--- config.mk ---
export PLATFORM = sky130hd
export DESIGN_NAME = dpdt_axis
export DESIGN_NICKNAME = d
export VERILOG_FILES = /design/src/hw/rtl/dpdt_pkg.sv /design/src/hw/rtl/dpdt_axis.sv
export SDC_FILE = /design/constraint.sdc
export NUM_CORES = 2
export LEC_CHECK = 0
export ABC_AREA = 1
export BUFFER_PORTS_ARGS = -buffer_cell sky130_fd_sc_hd__buf_4
export CAP_MARGIN = 15
export CORE_UTILIZATION = 45
export DETAILED_ROUTE_END_ITERATION = 7
export GPL_TIMING_DRIVEN = 0
export PLACE_DENSITY_LB_ADDON = 0.08
export SYNTH_ARGS = -nofsm -noshare
export SYNTH_HDL_FRONTEND = slang
export SYNTH_SLANG_ARGS = --single-unit
--- constraint.sdc ---
create_clock -name clk -period 7.9 [get_ports clk]
set_clock_uncertainty 0.1 [all_clocks]
set_input_delay 1.58 -clock clk [delete_from_list [all_inputs] [get_ports clk]]
set_output_delay 1.58 -clock clk [all_outputs]
set_load 0.03 [all_outputs]
--- src/hw/rtl/dpdt_pkg.sv ---
`default_nettype none
package dpdt_pkg;

	localparam int unsigned ERR_W     = 16;
	localparam int unsigned GAIN_W    = 16;
	localparam int unsigned DIFF_W    = 32;
	localparam int unsigned INTEG_W   = 32;
	localparam int unsigned ITERM_W   = 33;
	localparam int unsigned DTERM_W   = 48;
	localparam int unsigned SUM_W     = 50;
	localparam int unsigned MIX_W     = 51;
	localparam int unsigned THRUST_W  = 16;
	localparam int unsigned CFG_IDX_W = 4;
	localparam int unsigned CFG_DAT_W = 16;

	localparam int unsigned I_SHIFT        = 15;
	localparam int unsigned FRAC_OUT_SHIFT = 6;
	localparam logic [15:0] SILENT_MAX     = 16'hFFFF;
	localparam logic signed [MIX_W-1:0] THRUST_MAX = 51'sd16384;

	// Register indexes of the configuration port.
	localparam logic [CFG_IDX_W-1:0] CFG_KP_X      = 4'd0;
	localparam logic [CFG_IDX_W-1:0] CFG_KI_X      = 4'd1;
	localparam logic [CFG_IDX_W-1:0] CFG_KD_X      = 4'd2;
	localparam logic [CFG_IDX_W-1:0] CFG_KP_Y      = 4'd3;
	localparam logic [CFG_IDX_W-1:0] CFG_KI_Y      = 4'd4;
	localparam logic [CFG_IDX_W-1:0] CFG_KD_Y      = 4'd5;
	localparam logic [CFG_IDX_W-1:0] CFG_DT_SHIFT  = 4'd6;
	localparam logic [CFG_IDX_W-1:0] CFG_HEARTBEAT = 4'd7;

	localparam logic signed [GAIN_W-1:0] KP_RESET = 16'sd2048;
	localparam logic [3:0]  DT_SHIFT_RESET  = 4'd4;
	localparam logic [15:0] HEARTBEAT_RESET = 16'd160;

	typedef struct packed {
		logic signed [GAIN_W-1:0] kp;
		logic signed [GAIN_W-1:0] ki;
		logic signed [GAIN_W-1:0] kd;
	} dpdt_gain_t;

	// Per-axis operands handed from the state update to the multipliers.
	typedef struct packed {
		logic signed [ERR_W-1:0]   err;
		logic signed [DIFF_W-1:0]  diff;
		logic signed [INTEG_W-1:0] integ;
	} dpdt_axis_t;

endpackage
`default_nettype wire

--- src/hw/rtl/dpdt_axis.sv ---
`default_nettype none
module dpdt_axis (
	input  wire logic clk,
	input  wire logic ld_s2,
	input  wire logic ld_s3,
	input  wire dpdt_pkg::dpdt_gain_t gain,
	input  wire dpdt_pkg::dpdt_axis_t op_s1,
	output logic signed [dpdt_pkg::SUM_W-1:0] u_s3
);

	logic signed [2*dpdt_pkg::ERR_W-1:0]  p_s2;
	logic signed [dpdt_pkg::ITERM_W-1:0]  i_s2;
	logic signed [dpdt_pkg::DTERM_W-1:0]  d_s2;
	logic signed [dpdt_pkg::GAIN_W+dpdt_pkg::INTEG_W-1:0] ki_prod;
	logic signed [dpdt_pkg::GAIN_W+dpdt_pkg::INTEG_W-1:0] ki_shr;

	always_comb begin
		ki_prod = gain.ki * op_s1.integ;
		ki_shr  = ki_prod >>> dpdt_pkg::I_SHIFT;
	end

	always_ff @(posedge clk) begin
		if (ld_s2) begin
			p_s2 <= gain.kp * op_s1.err;
			i_s2 <= ki_shr[dpdt_pkg::ITERM_W-1:0];
			d_s2 <= gain.kd * op_s1.diff;
		end
		if (ld_s3) begin
			u_s3 <= dpdt_pkg::SUM_W'(p_s2) + dpdt_pkg::SUM_W'(i_s2)
				+ dpdt_pkg::SUM_W'(d_s2);
		end
	end

endmodule
`default_nettype wire

### Word level (Yosys, flattened, before mapping)

Cells that the tools add are included.

| storage, ports and cells | value |
|---|---|
| word-level logic and storage cells | 9 |
| output and inout port bits | 50 |
| bits of input ports | 131 |
| register bits | 163 |

| operators by class | value |
|---|---|
| add/subtract/negate cells | 2 |
| $mul | 3 |

Operators with widths:

| operator | count |
|---|---|
| 16-bit by 32-bit multiplier with 48-bit output | 2 |
| 34-bit by 48-bit adder with 49-bit output | 1 |
| 32-bit by 33-bit adder with 34-bit output | 1 |
| 16-bit by 16-bit multiplier with 32-bit output | 1 |

### Logic depth before layout (Yosys ltp)

| depth | value |
|---|---|
| depth after elaboration | 2 |
| mapped depth | 29 |
| depth with buffers taken out | 27 |

### Worst setup path before layout

Ideal clock, no wire load.

| timing path | value |
|---|---|
| kind | input port to flip-flop |
| from | in op_s1[31] (netlist bit) |
| to | reg i_s2[31] (netlist bit) (data pin) |
| stages on the path | 21 |
| data arrival time | 6.703 ns |
| required time | 7.547 ns |
| library setup time | 0.253 ns |
| buffers on the path | 1 |
| setup slack | 0.844 ns |
| cell sequence | clkbuf_1 nand2_1 fa_1 inv_1 fa_1 inv_1 fa_1 inv_1 fa_1 inv_1 fa_1 fa_1 inv_1 ha_1 inv_1 nor3_1 nand2_1 nor2_1 nand3_1 nand4_1 nand2_1 |

| on the way | value |
|---|---|
| longest elaborated chain between the ends | 1 |

Ends and longest elaborated chain:

| item | RTL line | source |
|---|---|---|
| start: declaration | dpdt_axis.sv:7 | `input wire dpdt_pkg::dpdt_axis_t op_s1,` |
| 16-bit by 32-bit multiplier with 48-bit output | dpdt_axis.sv:18 | `ki_prod = gain.ki * op_s1.integ;` |
| named net ki_prod (one bit) | dpdt_axis.sv:14 | `logic signed [dpdt_pkg::GAIN_W+dpdt_pkg::INTEG_W-1:0] ki_prod;` |
| end signal: assignment | dpdt_axis.sv:25 | `i_s2 <= ki_shr[dpdt_pkg::ITERM_W-1:0];` |
| end: declaration | dpdt_axis.sv:12 | `logic signed [dpdt_pkg::ITERM_W-1:0] i_s2;` |

The timed path passes the listed nets, and every way through them passes these cells.
A chain may end at the register's enable or synchronous reset.

### Worst setup path in the final report

| timing path | value |
|---|---|
| from | in gain[9] (netlist bit) |
| to | reg d_s2[43] (netlist bit) (data pin) |

| on the way | value |
|---|---|
| longest elaborated chain between the ends | 1 |

Ends and longest elaborated chain:

| item | RTL line | source |
|---|---|---|
| start: declaration | dpdt_axis.sv:6 | `input wire dpdt_pkg::dpdt_gain_t gain,` |
| 16-bit by 32-bit multiplier with 48-bit output | dpdt_axis.sv:26 | `d_s2 <= gain.kd * op_s1.diff;` |
| end signal: assignment | dpdt_axis.sv:26 |  |
| end: declaration | dpdt_axis.sv:13 | `logic signed [dpdt_pkg::DTERM_W-1:0] d_s2;` |

Every way passes these cells.

==> metrics.txt <==
vias in the first global route=47500; PnR worst setup slack=201 ps; total iterations of the first detailed-routing run=6; Ys Warns=0; CP endpoint kind=flop; Port Buffer Count=111; worst skew pair latency=440 ps; syn_area_per_cell=7.88 µm²; fmax=130 MHz; Max FO, Critical Path=10; Placement Cell Area=60400 µm²; WL/cell=20.0 µm; CTS sink count=162; worst path cell trace=buf_4, clkbuf_1, nand2_1, fa_1, inv_1, fa_1, inv_1, fa_1, inv_1, fa_1, fa_1, inv_1, fa_1, inv_1, ha_1, nand2_1, nor2_1, inv_1, nor4_2, nand3_1, nand4_1, nand2_1; Synthesized Nets=9066; FP Rows=130; leading area contributor after synthesis=fa_1; CTS H-tree lvls=4; Top delay family on crit path=adder cells; Core Area=126000 µm²; Routed Antenna Nets=0; antenna violations before repair=4; initial drt markers=3725; Worst-Margin Slew=1090 ps; sequential share of the synthesized area=8.46%; GR Overflow Total=0; Max-Cap Viols=0; Die ar.=129000 µm²; initial core utilization=45.5%; Setup Crit Path Kind=in2reg; Crit path required time=7940 ps; Filler cells=12900; Area Growth Syn to Fin=6.17%; crit path time final=7700 ps; first-pass GRT wire length=283 mm; Hold Fails Final Rpt=0; crit start category=input pin; Layout Nets=9190; Post-Synthesis Cells=7299; slew margin rel.=27.6%; post-synth cell types=39; I/O pin total=181; total number of vias=46100; GPL Wtd Cong=0.964; worst hold path class=reg2reg; TritonCTS clock tree=done; Final Setup Violations=0; number of buffers and inverters on the critical path=8; Setup TNS Final=0 ps; post-synth top area share=44.6%; unrepaired setup endpoints after global routing=false; GR Util All Layers=28.9%; Root Buffer=clkbuf_16; Clock Tree Buf Depth=2; design area=61000 µm²; CP arrival=7740 ps; DR vias/cell=5.07; Pins Over Slew Limit=0; CTS Hold Bufs=0; synth top area cells=fa_1, inv_1, nand2_1, edfxtp_1, ha_1; largest net degree at the start of global routing=64; Place WS=-592 ps; die width=359 µm; Post-DP HPWL=160 mm; CTS clk-pin slew, worst paths=70 ps; Synth Cell Area=57500 µm²; Final Util=48.4%; register bit total from synthesis=162; Setup Buffers After CTS=0; Critical-path top delay cell=clkbuf_1; outcome=completed; Die Y=359 µm; final worst path period share=97.5%; drc violations=0; Total Routed Length=182 mm; share of layout cells above drive strength 1=3.25%; CTS Buf Count=17; max incr delay on CP=710 ps
==> worst register-to-register path: stages, from the launching register on <==
cell      delay [ps]
edfxtp_1        1060
fa_1             580
ha_1             460
nand2_1          150
nor2_1           240
nand2_1          170
nor3_1           320
nand3_1          210
nand4_1          150
nand2_1           70
==> kinds of logic after synthesis <==
group           count (synthesis)  synth area share, %
compound gates                412                 3.94
xor+xnor                      126                 1.92
fa+ha+maj                    1636                 52.3
buf+inv                      2411                 15.7
flops                         162                 8.46
simple gates                 2552                 17.6
==> state kept, by name, summed over array words and instances, names as in the netlist <==
| signal | flops |
|---|---|
| i_s2 | 33 |
| u_s3 | 49 |
| d_s2 | 48 |
| p_s2 | 32 |
==> what timing repair did <==
item / CTS / global route
gates cloned: 0 / 0
gates resized for setup: 1 / 92
endpoints found under the setup margin: 3 / 23
==> final cells by class <==
| class | instances | area (µm²) | area share, % |
|---|---|---|---|
| Tap cell | 1650 | 2060 | 3.38 |
| Buffer | 254 | 1010 | 1.66 |
| Timing Repair Buffer | 113 | 888 | 1.46 |
| Antenna cell | 1 | 2.50 | 0.00410 |
| Clock inverter | 12 | 131 | 0.215 |
| Clock buffer | 19 | 433 | 0.709 |
| Inverter | 2149 | 8070 | 13.2 |
| Sequential cell | 162 | 4860 | 7.97 |
| Multi-Input combinational cell | 4726 | 43600 | 71.4 |
==> worst paths after layout <==
path              startpoint  cells after the start  slack (ps)        to
setup / recovery     gain[9]                     22         200  d_s2[43]
hold / removal       p_s2[1]                      2         690   u_s3[1]
setup reg to reg    i_s2[32]                      9        4150  u_s3[43]
hold reg to reg      p_s2[1]                      2         690   u_s3[1]
==> routing by layer <==
metal	vias to the layer above	global-route usage (%)	share of wire (%)	wire, µm
met3	170	3.52	7.3	13200
li1	21100	-	-	-
met2	1622	44.7	44	79900
met1	23200	43.6	47	84900
met5	-	0	0	0
met4	0	5.26	1.9	3540
==> cell usage after synthesis, drive strengths merged <==
cell and instances:
a21boi 6, a21o 18, a21oi 220, a31oi 8, and2 2, and3 3, buf 2, clkbuf 260
edfxtp 162, fa 1282, ha 354, inv 2149, nand2 1940, nand3 143, nand3b 7, nand4 58
nor2 355, nor3 18, nor4 4, o211ai 3, o21a 16, o21ai 117, o21bai 23, o31ai 1
or2 22, xnor2 48, xor2 78
==> layout by cell type (no fill, tap or decap), drive strengths merged, types with 115 or more instances in the layout <==
cell,synthesis,routed
inv,2149,2152
nand2,1940,1940
fa,1282,1282
nor2,355,355
ha,354,354
clkbuf,260,271
a21oi,220,220
edfxtp,162,162
nand3,143,143
o21ai,117,117
buf,2,115
==> stage by stage <==
stage | hold slack [ps] | cells
2_1_floorplan | 580 | 7299
3_3_place_gp | 654 | 9060
3_5_place_dp | 686 | 9062
4_1_cts | 715 | 9090
5_1_grt | 732 | 9085
6_report | 690 | 9086
Power is left out: the tool's default activity adds up to more than one toggle a clock period on the data nets, which glitch-free logic cannot reach.
