<file path="config.mk">
export PLATFORM = sky130hd
export DESIGN_NAME = dpdt_front
export DESIGN_NICKNAME = d
export VERILOG_FILES = /design/src/hw/rtl/dpdt_pkg.sv /design/src/hw/rtl/dpdt_front.sv
export SDC_FILE = /design/constraint.sdc
export NUM_CORES = 1
export LEC_CHECK = 0
export BUFFER_PORTS_ARGS = -buffer_cell sky130_fd_sc_hd__buf_2
export CORE_MARGIN = 5
export CORE_UTILIZATION = 55
export CTS_CLUSTER_DIAMETER = 100
export DETAILED_ROUTE_END_ITERATION = 7
export GPL_ROUTABILITY_DRIVEN = 0
export PLACE_DENSITY = 0.75
export SETUP_SLACK_MARGIN = 0.2
export SYNTH_ARGS = -nofsm -noshare
export SYNTH_HDL_FRONTEND = slang
export SYNTH_SLANG_ARGS = --single-unit
</file>
<file path="constraint.sdc">
create_clock -name clk -period 4.5 [get_ports clk]
set_clock_uncertainty 0.15 [all_clocks]
set_input_delay 0.675 -clock clk [delete_from_list [all_inputs] [get_ports clk]]
set_output_delay 0.675 -clock clk [all_outputs]
set_load 0.02 [all_outputs]
</file>
<file path="src/hw/rtl/dpdt_pkg.sv">
`default_nettype none
package dpdt_pkg;

	localparam int unsigned ERR_W     = 16;
	localparam int unsigned GAIN_W    = 16;
	localparam int unsigned DIFF_W    = 32;
	localparam int unsigned INTEG_W   = 32;
	localparam int unsigned ITERM_W   = 33;
	localparam int unsigned DTERM_W   = 48;
	localparam int unsigned SUM_W     = 50;
	localparam int unsigned MIX_W     = 51;
	localparam int unsigned THRUST_W  = 16;
	localparam int unsigned CFG_IDX_W = 4;
	localparam int unsigned CFG_DAT_W = 16;

	localparam int unsigned I_SHIFT        = 15;
	localparam int unsigned FRAC_OUT_SHIFT = 6;
	localparam logic [15:0] SILENT_MAX     = 16'hFFFF;
	localparam logic signed [MIX_W-1:0] THRUST_MAX = 51'sd16384;

	// Register indexes of the configuration port.
	localparam logic [CFG_IDX_W-1:0] CFG_KP_X      = 4'd0;
	localparam logic [CFG_IDX_W-1:0] CFG_KI_X      = 4'd1;
	localparam logic [CFG_IDX_W-1:0] CFG_KD_X      = 4'd2;
	localparam logic [CFG_IDX_W-1:0] CFG_KP_Y      = 4'd3;
	localparam logic [CFG_IDX_W-1:0] CFG_KI_Y      = 4'd4;
	localparam logic [CFG_IDX_W-1:0] CFG_KD_Y      = 4'd5;
	localparam logic [CFG_IDX_W-1:0] CFG_DT_SHIFT  = 4'd6;
	localparam logic [CFG_IDX_W-1:0] CFG_HEARTBEAT = 4'd7;

	localparam logic signed [GAIN_W-1:0] KP_RESET = 16'sd2048;
	localparam logic [3:0]  DT_SHIFT_RESET  = 4'd4;
	localparam logic [15:0] HEARTBEAT_RESET = 16'd160;

	typedef struct packed {
		logic signed [GAIN_W-1:0] kp;
		logic signed [GAIN_W-1:0] ki;
		logic signed [GAIN_W-1:0] kd;
	} dpdt_gain_t;

	// Per-axis operands handed from the state update to the multipliers.
	typedef struct packed {
		logic signed [ERR_W-1:0]   err;
		logic signed [DIFF_W-1:0]  diff;
		logic signed [INTEG_W-1:0] integ;
	} dpdt_axis_t;

endpackage
`default_nettype wire

</file>
<file path="src/hw/rtl/dpdt_front.sv">
`default_nettype none
module dpdt_front (
	input  wire logic clk,
	input  wire logic arst_n,
	input  wire logic acc,
	input  wire logic x_valid,
	input  wire logic signed [dpdt_pkg::ERR_W-1:0] x_error,
	input  wire logic y_valid,
	input  wire logic signed [dpdt_pkg::ERR_W-1:0] y_error,
	input  wire logic [3:0] dt_shift,
	input  wire logic [15:0] heartbeat_ticks,
	output dpdt_pkg::dpdt_axis_t ax_s1,
	output dpdt_pkg::dpdt_axis_t ay_s1,
	output logic tout_s1
);

	logic signed [dpdt_pkg::ERR_W-1:0]   cur_x_q, prev_x_q, cur_y_q, prev_y_q;
	logic signed [dpdt_pkg::INTEG_W-1:0] integ_x_q, integ_y_q;
	logic [15:0] silent_q;

	logic signed [dpdt_pkg::ERR_W-1:0]   cx, px, cy, py;
	logic signed [dpdt_pkg::INTEG_W-1:0] bx, by, ix, iy;
	logic signed [dpdt_pkg::DIFF_W-1:0]  dx, dy;
	logic [15:0] silent_n;
	logic [3:0]  ishift;

	function automatic logic signed [dpdt_pkg::DIFF_W-1:0] diff_shift(
		input logic signed [dpdt_pkg::ERR_W-1:0] e,
		input logic signed [dpdt_pkg::ERR_W-1:0] p,
		input logic [3:0] sh);
		logic signed [dpdt_pkg::ERR_W:0] d;
		logic signed [dpdt_pkg::DIFF_W-1:0] w;
		d = (dpdt_pkg::ERR_W+1)'(e) - (dpdt_pkg::ERR_W+1)'(p);
		w = dpdt_pkg::DIFF_W'(d);
		return w <<< sh;
	endfunction

	function automatic logic signed [dpdt_pkg::INTEG_W-1:0] integ_step(
		input logic signed [dpdt_pkg::INTEG_W-1:0] base,
		input logic signed [dpdt_pkg::ERR_W-1:0] e,
		input logic [3:0] sh);
		logic signed [dpdt_pkg::INTEG_W-1:0] inc;
		logic signed [dpdt_pkg::INTEG_W:0] s;
		logic signed [dpdt_pkg::INTEG_W-1:0] r;
		inc = dpdt_pkg::INTEG_W'(e) <<< sh;
		s = (dpdt_pkg::INTEG_W+1)'(base) + (dpdt_pkg::INTEG_W+1)'(inc);
		// Saturate when the carry out disagrees with the sign.
		if (s[dpdt_pkg::INTEG_W] != s[dpdt_pkg::INTEG_W-1]) begin
			r = {s[dpdt_pkg::INTEG_W], {(dpdt_pkg::INTEG_W-1){~s[dpdt_pkg::INTEG_W]}}};
		end else begin
			r = s[dpdt_pkg::INTEG_W-1:0];
		end
		return r;
	endfunction

	always_comb begin
		ishift = 4'd15 - dt_shift;

		cx = x_valid ? x_error : cur_x_q;
		px = prev_x_q;
		bx = integ_x_q;
		if (x_valid) begin
			px = cur_x_q;
			if (x_error == '0) begin
				px = '0;
				bx = '0;
			end
		end

		cy = y_valid ? y_error : cur_y_q;
		py = prev_y_q;
		by = integ_y_q;
		if (y_valid) begin
			py = cur_y_q;
			if (y_error == '0) begin
				py = '0;
				by = '0;
			end
		end

		dx = diff_shift(cx, px, dt_shift);
		dy = diff_shift(cy, py, dt_shift);
		ix = integ_step(bx, cx, ishift);
		iy = integ_step(by, cy, ishift);

		if (x_valid) begin
			silent_n = '0;
		end else if (silent_q != dpdt_pkg::SILENT_MAX) begin
			silent_n = silent_q + 16'd1;
		end else begin
			silent_n = silent_q;
		end
	end

	always_ff @(posedge clk or negedge arst_n) begin
		if (!arst_n) begin
			cur_x_q   <= '0;
			prev_x_q  <= '0;
			integ_x_q <= '0;
			cur_y_q   <= '0;
			prev_y_q  <= '0;
			integ_y_q <= '0;
			silent_q  <= dpdt_pkg::SILENT_MAX;
		end else if (acc) begin
			cur_x_q   <= cx;
			// The x axis hands its current error to prev on every tick.
			prev_x_q  <= cx;
			integ_x_q <= ix;
			cur_y_q   <= cy;
			prev_y_q  <= py;
			integ_y_q <= iy;
			silent_q  <= silent_n;
		end
	end

	always_ff @(posedge clk) begin
		if (acc) begin
			ax_s1   <= '{err: cx, diff: dx, integ: ix};
			ay_s1   <= '{err: cy, diff: dy, integ: iy};
			tout_s1 <= (silent_n >= heartbeat_ticks);
		end
	end

endmodule
`default_nettype wire

</file>
After elaboration in Yosys (flattened, before gate mapping)
Index checks and enable logic that the tools add are counted.

Word-level logic and storage cells: 45. Flip-flop bits (word level): 289.

Reduce and logical (&&, ||, !) cells: 2. Magnitude comparators: 1. Equal/unequal tests: 3. Shifts and indexed selects: 4. Mux-type cells: 14. Add/sub/neg operators: 6. Bitwise gates (word level): 2.

Operators with widths (count): $mux 32 (6); $mux 16 (8); $add 32x32->33 (2); $sshl 16x4->32 (2); $sshl 17x4->32 (2); $sub 16x16->17 (2); $logic_not 16->1 (2); $add 16x1->16 const B (1); $ge 16x16->1 (1); $ne 16x16->1 const B (1); $sub 4x4->4 const A (1); $ne 1x1->1 (2); $not 1->1 (2).

Longest topological paths before layout
Depth in word-level cells: 6. Gate-level depth with buffers: 21. Mapped depth without buffers: 18.

Least setup slack after synthesis
OpenSTA, ideal clock, no wires.

Kind: input to register. From: in dt_shift[0]. To: reg ax_s1[5] (netlist bit), data pin. Data required time: 4.092 ns. Data arrival time: 4.593 ns. Setup slack: -0.501 ns. Cell stages on the path: 19. Library setup time: 0.258 ns. Path buffers: 6. Cells stage by stage: clkbuf_1 clkbuf_1 clkbuf_1 clkbuf_1 mux2i_1 o21ai_0 a21oi_1 ha_1 buf_2 and2_1 a2111oi_0 a21oi_1 nor4_1 a311o_1 a21oi_2 or2_2 buf_2 nand3_1 nand2_1.

Word-level cells in the longest chain between the ends: 5.

RTL lines: from (decl) (RTL line dpdt_front.sv:10) `input wire logic [3:0] dt_shift,`; $sub 4x4->4 (*) (RTL line dpdt_front.sv:57) `ishift = 4'd15 - dt_shift;`; $sshl 16x4->32 (*) (RTL line dpdt_front.sv:45) `inc = dpdt_pkg::INTEG_W'(e) <<< sh;`; $add 32x32->33 (*) (RTL line dpdt_front.sv:46) `s = (dpdt_pkg::INTEG_W+1)'(base) + (dpdt_pkg::INTEG_W+1)'(inc);`; $ne 1x1->1 or $not 1->1 (tied branches) (RTL line dpdt_front.sv:48, dpdt_front.sv:49); $mux 32 (*) (RTL line dpdt_front.sv:48) `if (s[dpdt_pkg::INTEG_W] != s[dpdt_pkg::INTEG_W-1]) begin`; named net ix (one bit) (RTL line dpdt_front.sv:22) `logic signed [dpdt_pkg::INTEG_W-1:0] bx, by, ix, iy;`; to (signal assigned) (RTL line dpdt_front.sv:118) `ax_s1 <= '{err: cx, diff: dx, integ: ix};`; to (decl) (RTL line dpdt_front.sv:12) `output dpdt_pkg::dpdt_axis_t ax_s1,`.

The timed path passes the listed nets; every way through them passes the cells marked *. A chain may end at the register's enable or synchronous reset.

==> impl_metrics.py <==
metrics = {
    "run_status": {
        "status": "finished with violations",
        "violations": "negative setup slack",
    },
    "synthesis": {
        "syn_area_per_cell_sq_um": 8.800,
        "ys_types": 105,
        "yosys-top-cells-area": "edfxtp_1 (23%), dfrtp_1 (13%), ha_1 (6.6%)",
        "synth.most_common_cell": "nand2_1",
        "synth_enable_flop_cells": 161,
        "syn_area_sq_um": 21100,
        "syn_nets": 2571,
        "yosysTopAreaCellShare_pct": 22.91,
        "synth_seq_cells": 289,
        "synthCells": 2398,
        "synth_top_cell_by_area": "edfxtp_1",
        "yosysSeqAreaShare_pct": 38.18,
        "synth_ff_type": "edfxtp_1",
        "synth_commonest_cells": "nand2_1 (264), nor2_1 (259), a21oi_1 (173)",
        "async_flop_share_pct": 44.29,
        "ys_warn_count": 0,
    },
    "worst_setup_path": {
        "critical_path.startpoint": "prev_x_q[6]$_DFFE_PN0P_",
        "setup.worst_path.end_class": "flop",
        "critical_path.most_common_cell": "mux2i_2",
        "worstPathCellList": "mux2i_2, inv_1, o21ai_2, mux2i_2, mux2i_2, o22ai_1, ha_1, and3_4, a221oi_4, nor2b_4, a211oi_2, o32ai_2, xnor2_2, nand2_4, buf_12, buf_4, a21oi_4, mux2_4",
        "max_stage_delay_ns": 0.42,
        "cp_max_fo": 6,
        "worstSetupPathType": "reg2reg",
        "cp.arrival_ns": 5.01,
        "r2r-start": "prev_x_q[6]$_DFFE_PN0P_",
        "cp-start-kind": "flop",
        "worstPathRequired_ns": 4.88,
        "crit_slowest_cell": "dfrtp_1",
    },
    "die": {
        "die_h_microns": 205.9,
        "core_sq_um": 37760,
        "die-area_sq_um": 42390,
        "row_count": 71,
        "start_util_pct": 55.89,
        "io_pins": 218,
        "die_w_microns": 205.9,
    },
    "sta": {
        "worst_slack_ns": -0.1295,
        "period_needed_ns": 4.629,
        "finalHoldViolations": 0,
        "finalSetupViolations": 6,
        "timing.slew.headroom_pct": 22.56,
        "max_freq_mhz": 216.0,
        "whs_ns": 0.06000,
        "finalMaxSlewViolations": 0,
        "fin_crit_sh_pct": 102.9,
        "worst_pin_slew_ns": 1.157,
        "rsz0062_at_grt": "true",
    },
    "finish": {
        "num-fill-cells": 2265,
        "fin_util_pct": 79.29,
        "layout.nets": 3255,
        "drive_gt1_share_pct": 39.73,
        "layout.area.seq_sq_um": 8063,
        "multi_input_area_sq_um": 13860,
        "area_growth_pct": 41.86,
    },
    "power_and_ir_drop": {
        "p_int_w": 0.01219,
        "power.switching_w": 0.009423,
        "power.total_w": 0.02162,
        "combPwrFrac_pct": 66.7,
        "clockPowerShare_pct": 13.3,
        "vdd_drop_max_mv": 0.6773,
        "power_density_nw_per_um2": 722.1,
        "seqPwrFrac_pct": 20.0,
        "p_leak_nw": 13.18,
        "switching_share_pct": 43.59,
    },
    "clock_tree": {
        "ctsRootBufferMaster": "clkbuf_16",
        "cts_sinks": 289,
        "clockBufferDepth": 3,
        "cts_inserted_buffers": 31,
        "clock_latency_ns": 0.62,
        "htreeDepth": 1,
        "path_clk_slew_ns": 0.07,
        "cts_tree": "done",
    },
    "global_routing": {
        "gr-total-overflow": 0,
        "grt_max_degree": 129,
        "antenna_found_initial": 5,
        "grt_pass1_vias": 21160,
        "grt_pass1_wl_mm": 109.6,
        "grt_usage_pct": 31.96,
    },
    "detailed_routing": {
        "drc": 0,
        "vias_per_cell": 6.340,
        "ant_nets": 0,
        "first_pass_iters": 8,
        "routed_wl_mm": 79.90,
        "vias": 22950,
        "initialDrtViolationCount": 3009,
        "wire_per_inst_microns": 22.08,
    },
    "place": {
        "dp_hpwl_mm": 53.33,
        "port_buffers": 217,
    },
    "run": {
        "cap_violations": 0,
    },
    "worst_hold_path": {
        "hp-class": "in2async",
    },
}
-- per-layer routing --
metal | global-route usage [%] | share of wire [%] | vias up
li1 | - | - | 10100
met1 | 40.19 | 36 | 10720
met2 | 53.78 | 45 | 1636
met3 | 4.582 | 10 | 487
met4 | 16.66 | 8.0 | 4
met5 | 0 | 0.048 | -
-- power by group through the flow --
stage	Combinational, W	Sequential [W]	Clock, W
6_report	0.0144	0.00432	0.00287
5_1_grt	0.0152	0.00438	0.00301
4_1_cts	0.0112	0.00429	0.00288
3_5_place_dp	0.0109	0.00432	0
3_3_place_gp	0.0106	0.00431	0
2_1_floorplan	0.00603	0.00480	0
-- worst paths after layout --
| kind | endpoint | slack (ns) | cells past startpoint |
|---|---|---|---|
| worst max-delay path | integ_x_q[10]$_DFFE_PN0P_ | -0.13 | 18 |
| worst max register to register | integ_x_q[10]$_DFFE_PN0P_ | -0.13 | 18 |
| worst min register to register | integ_y_q[31]$_DFFE_PN0P_ | 0.35 | 1 |
| min in group clk | cur_y_q[10]$_DFFE_PN0P_ | 0.31 | 3 |
| worst min-delay path | prev_y_q[6]$_DFFE_PN0P_ | 0.06 | 1 |
| max in group asynchronous | integ_y_q[18]$_DFFE_PN0P_ | 3.02 | 2 |
-- cell type report --
| class | count | share of cell area (%) |
|---|---|---|
| clock inverters | 25 | 1.166 |
| multi-input cells | 1857 | 46.28 |
| well taps | 511 | 2.136 |
| repair buffers | 780 | 19.30 |
| clock buffers | 32 | 2.604 |
| inverters | 123 | 1.559 |
| diodes | 2 | 0.01672 |
| flip-flops and latches | 289 | 26.93 |
-- metrics by stage --
step / instances / setup TNS, ns / instance area, sq um / worst slack, ns
finish: 3619 / -0.3062 / 29940 / -0.1295
global route: 3619 / -4.721 / 29940 / -0.2030
CTS: 3545 / 0 / 27730 / 0.2021
detailed placement: 3481 / -78.66 / 26320 / -0.8043
global placement: 3481 / -57.79 / 26320 / -0.6746
floorplan: 2398 / 0 / 21490 / 0.2000
-- flip-flops by register name, indices dropped and copies added, names as in the netlist --
register,count
integ_y_q,32
prev_x_q,16
prev_y_q,16
ay_s1,80
integ_x_q,32
silent_q,16
cur_y_q,16
tout_s1,1
ax_s1,80
-- kinds of logic (layout without fill, tap and decap cells) --
logic type	count (synthesis)	in the layout	share of synthesized area, %
AOI/OAI and AO/OA	686	687	20.91
DFF	289	289	38.18
adders and majority gates	118	118	7.121
and+or+nand+nor	829	831	18.11
buffers and inverters	255	960	4.779
other	0	2	0
muxes	145	145	7.672
xor gates and xnor gates	76	76	3.225
-- cells in the final DEF (no fill, tap or decap), drive strengths merged, types with 32 or more instances in the layout --
| cell | instances |
|---|---|
| a21o | 37 |
| a31oi | 41 |
| dfrtp | 112 |
| inv | 124 |
| edfxtp | 161 |
| nand2 | 267 |
| xnor2 | 46 |
| and2 | 72 |
| o22ai | 32 |
| a21oi | 176 |
| clkbuf | 38 |
| nor3 | 34 |
| o21ai | 195 |
| mux2 | 44 |
| ha | 112 |
| buf | 774 |
| nor2 | 261 |
| mux2i | 93 |
| nand3 | 58 |
-- what timing repair did --
action | 4_1_cts | 5_1_grt
setup buffers | 6 | 62
resized for setup | 55 | 347
gates cloned | 1 | 10
hold buffers | 0 | 0
endpoints found under the setup margin | 118 | 167
pin swaps | 18 | 111
-- worst max-delay path, delay by kind of cell (launching register included) --
family	cells	cell delay [ns]
compound gates	6	1.39
xor+xnor	1	0.24
fa+ha+maj	1	0.41
buf+inv	3	0.41
flops	1	0.42
mux	4	0.86
simple gates	3	0.64
Power figures use the tool's default switching activity.
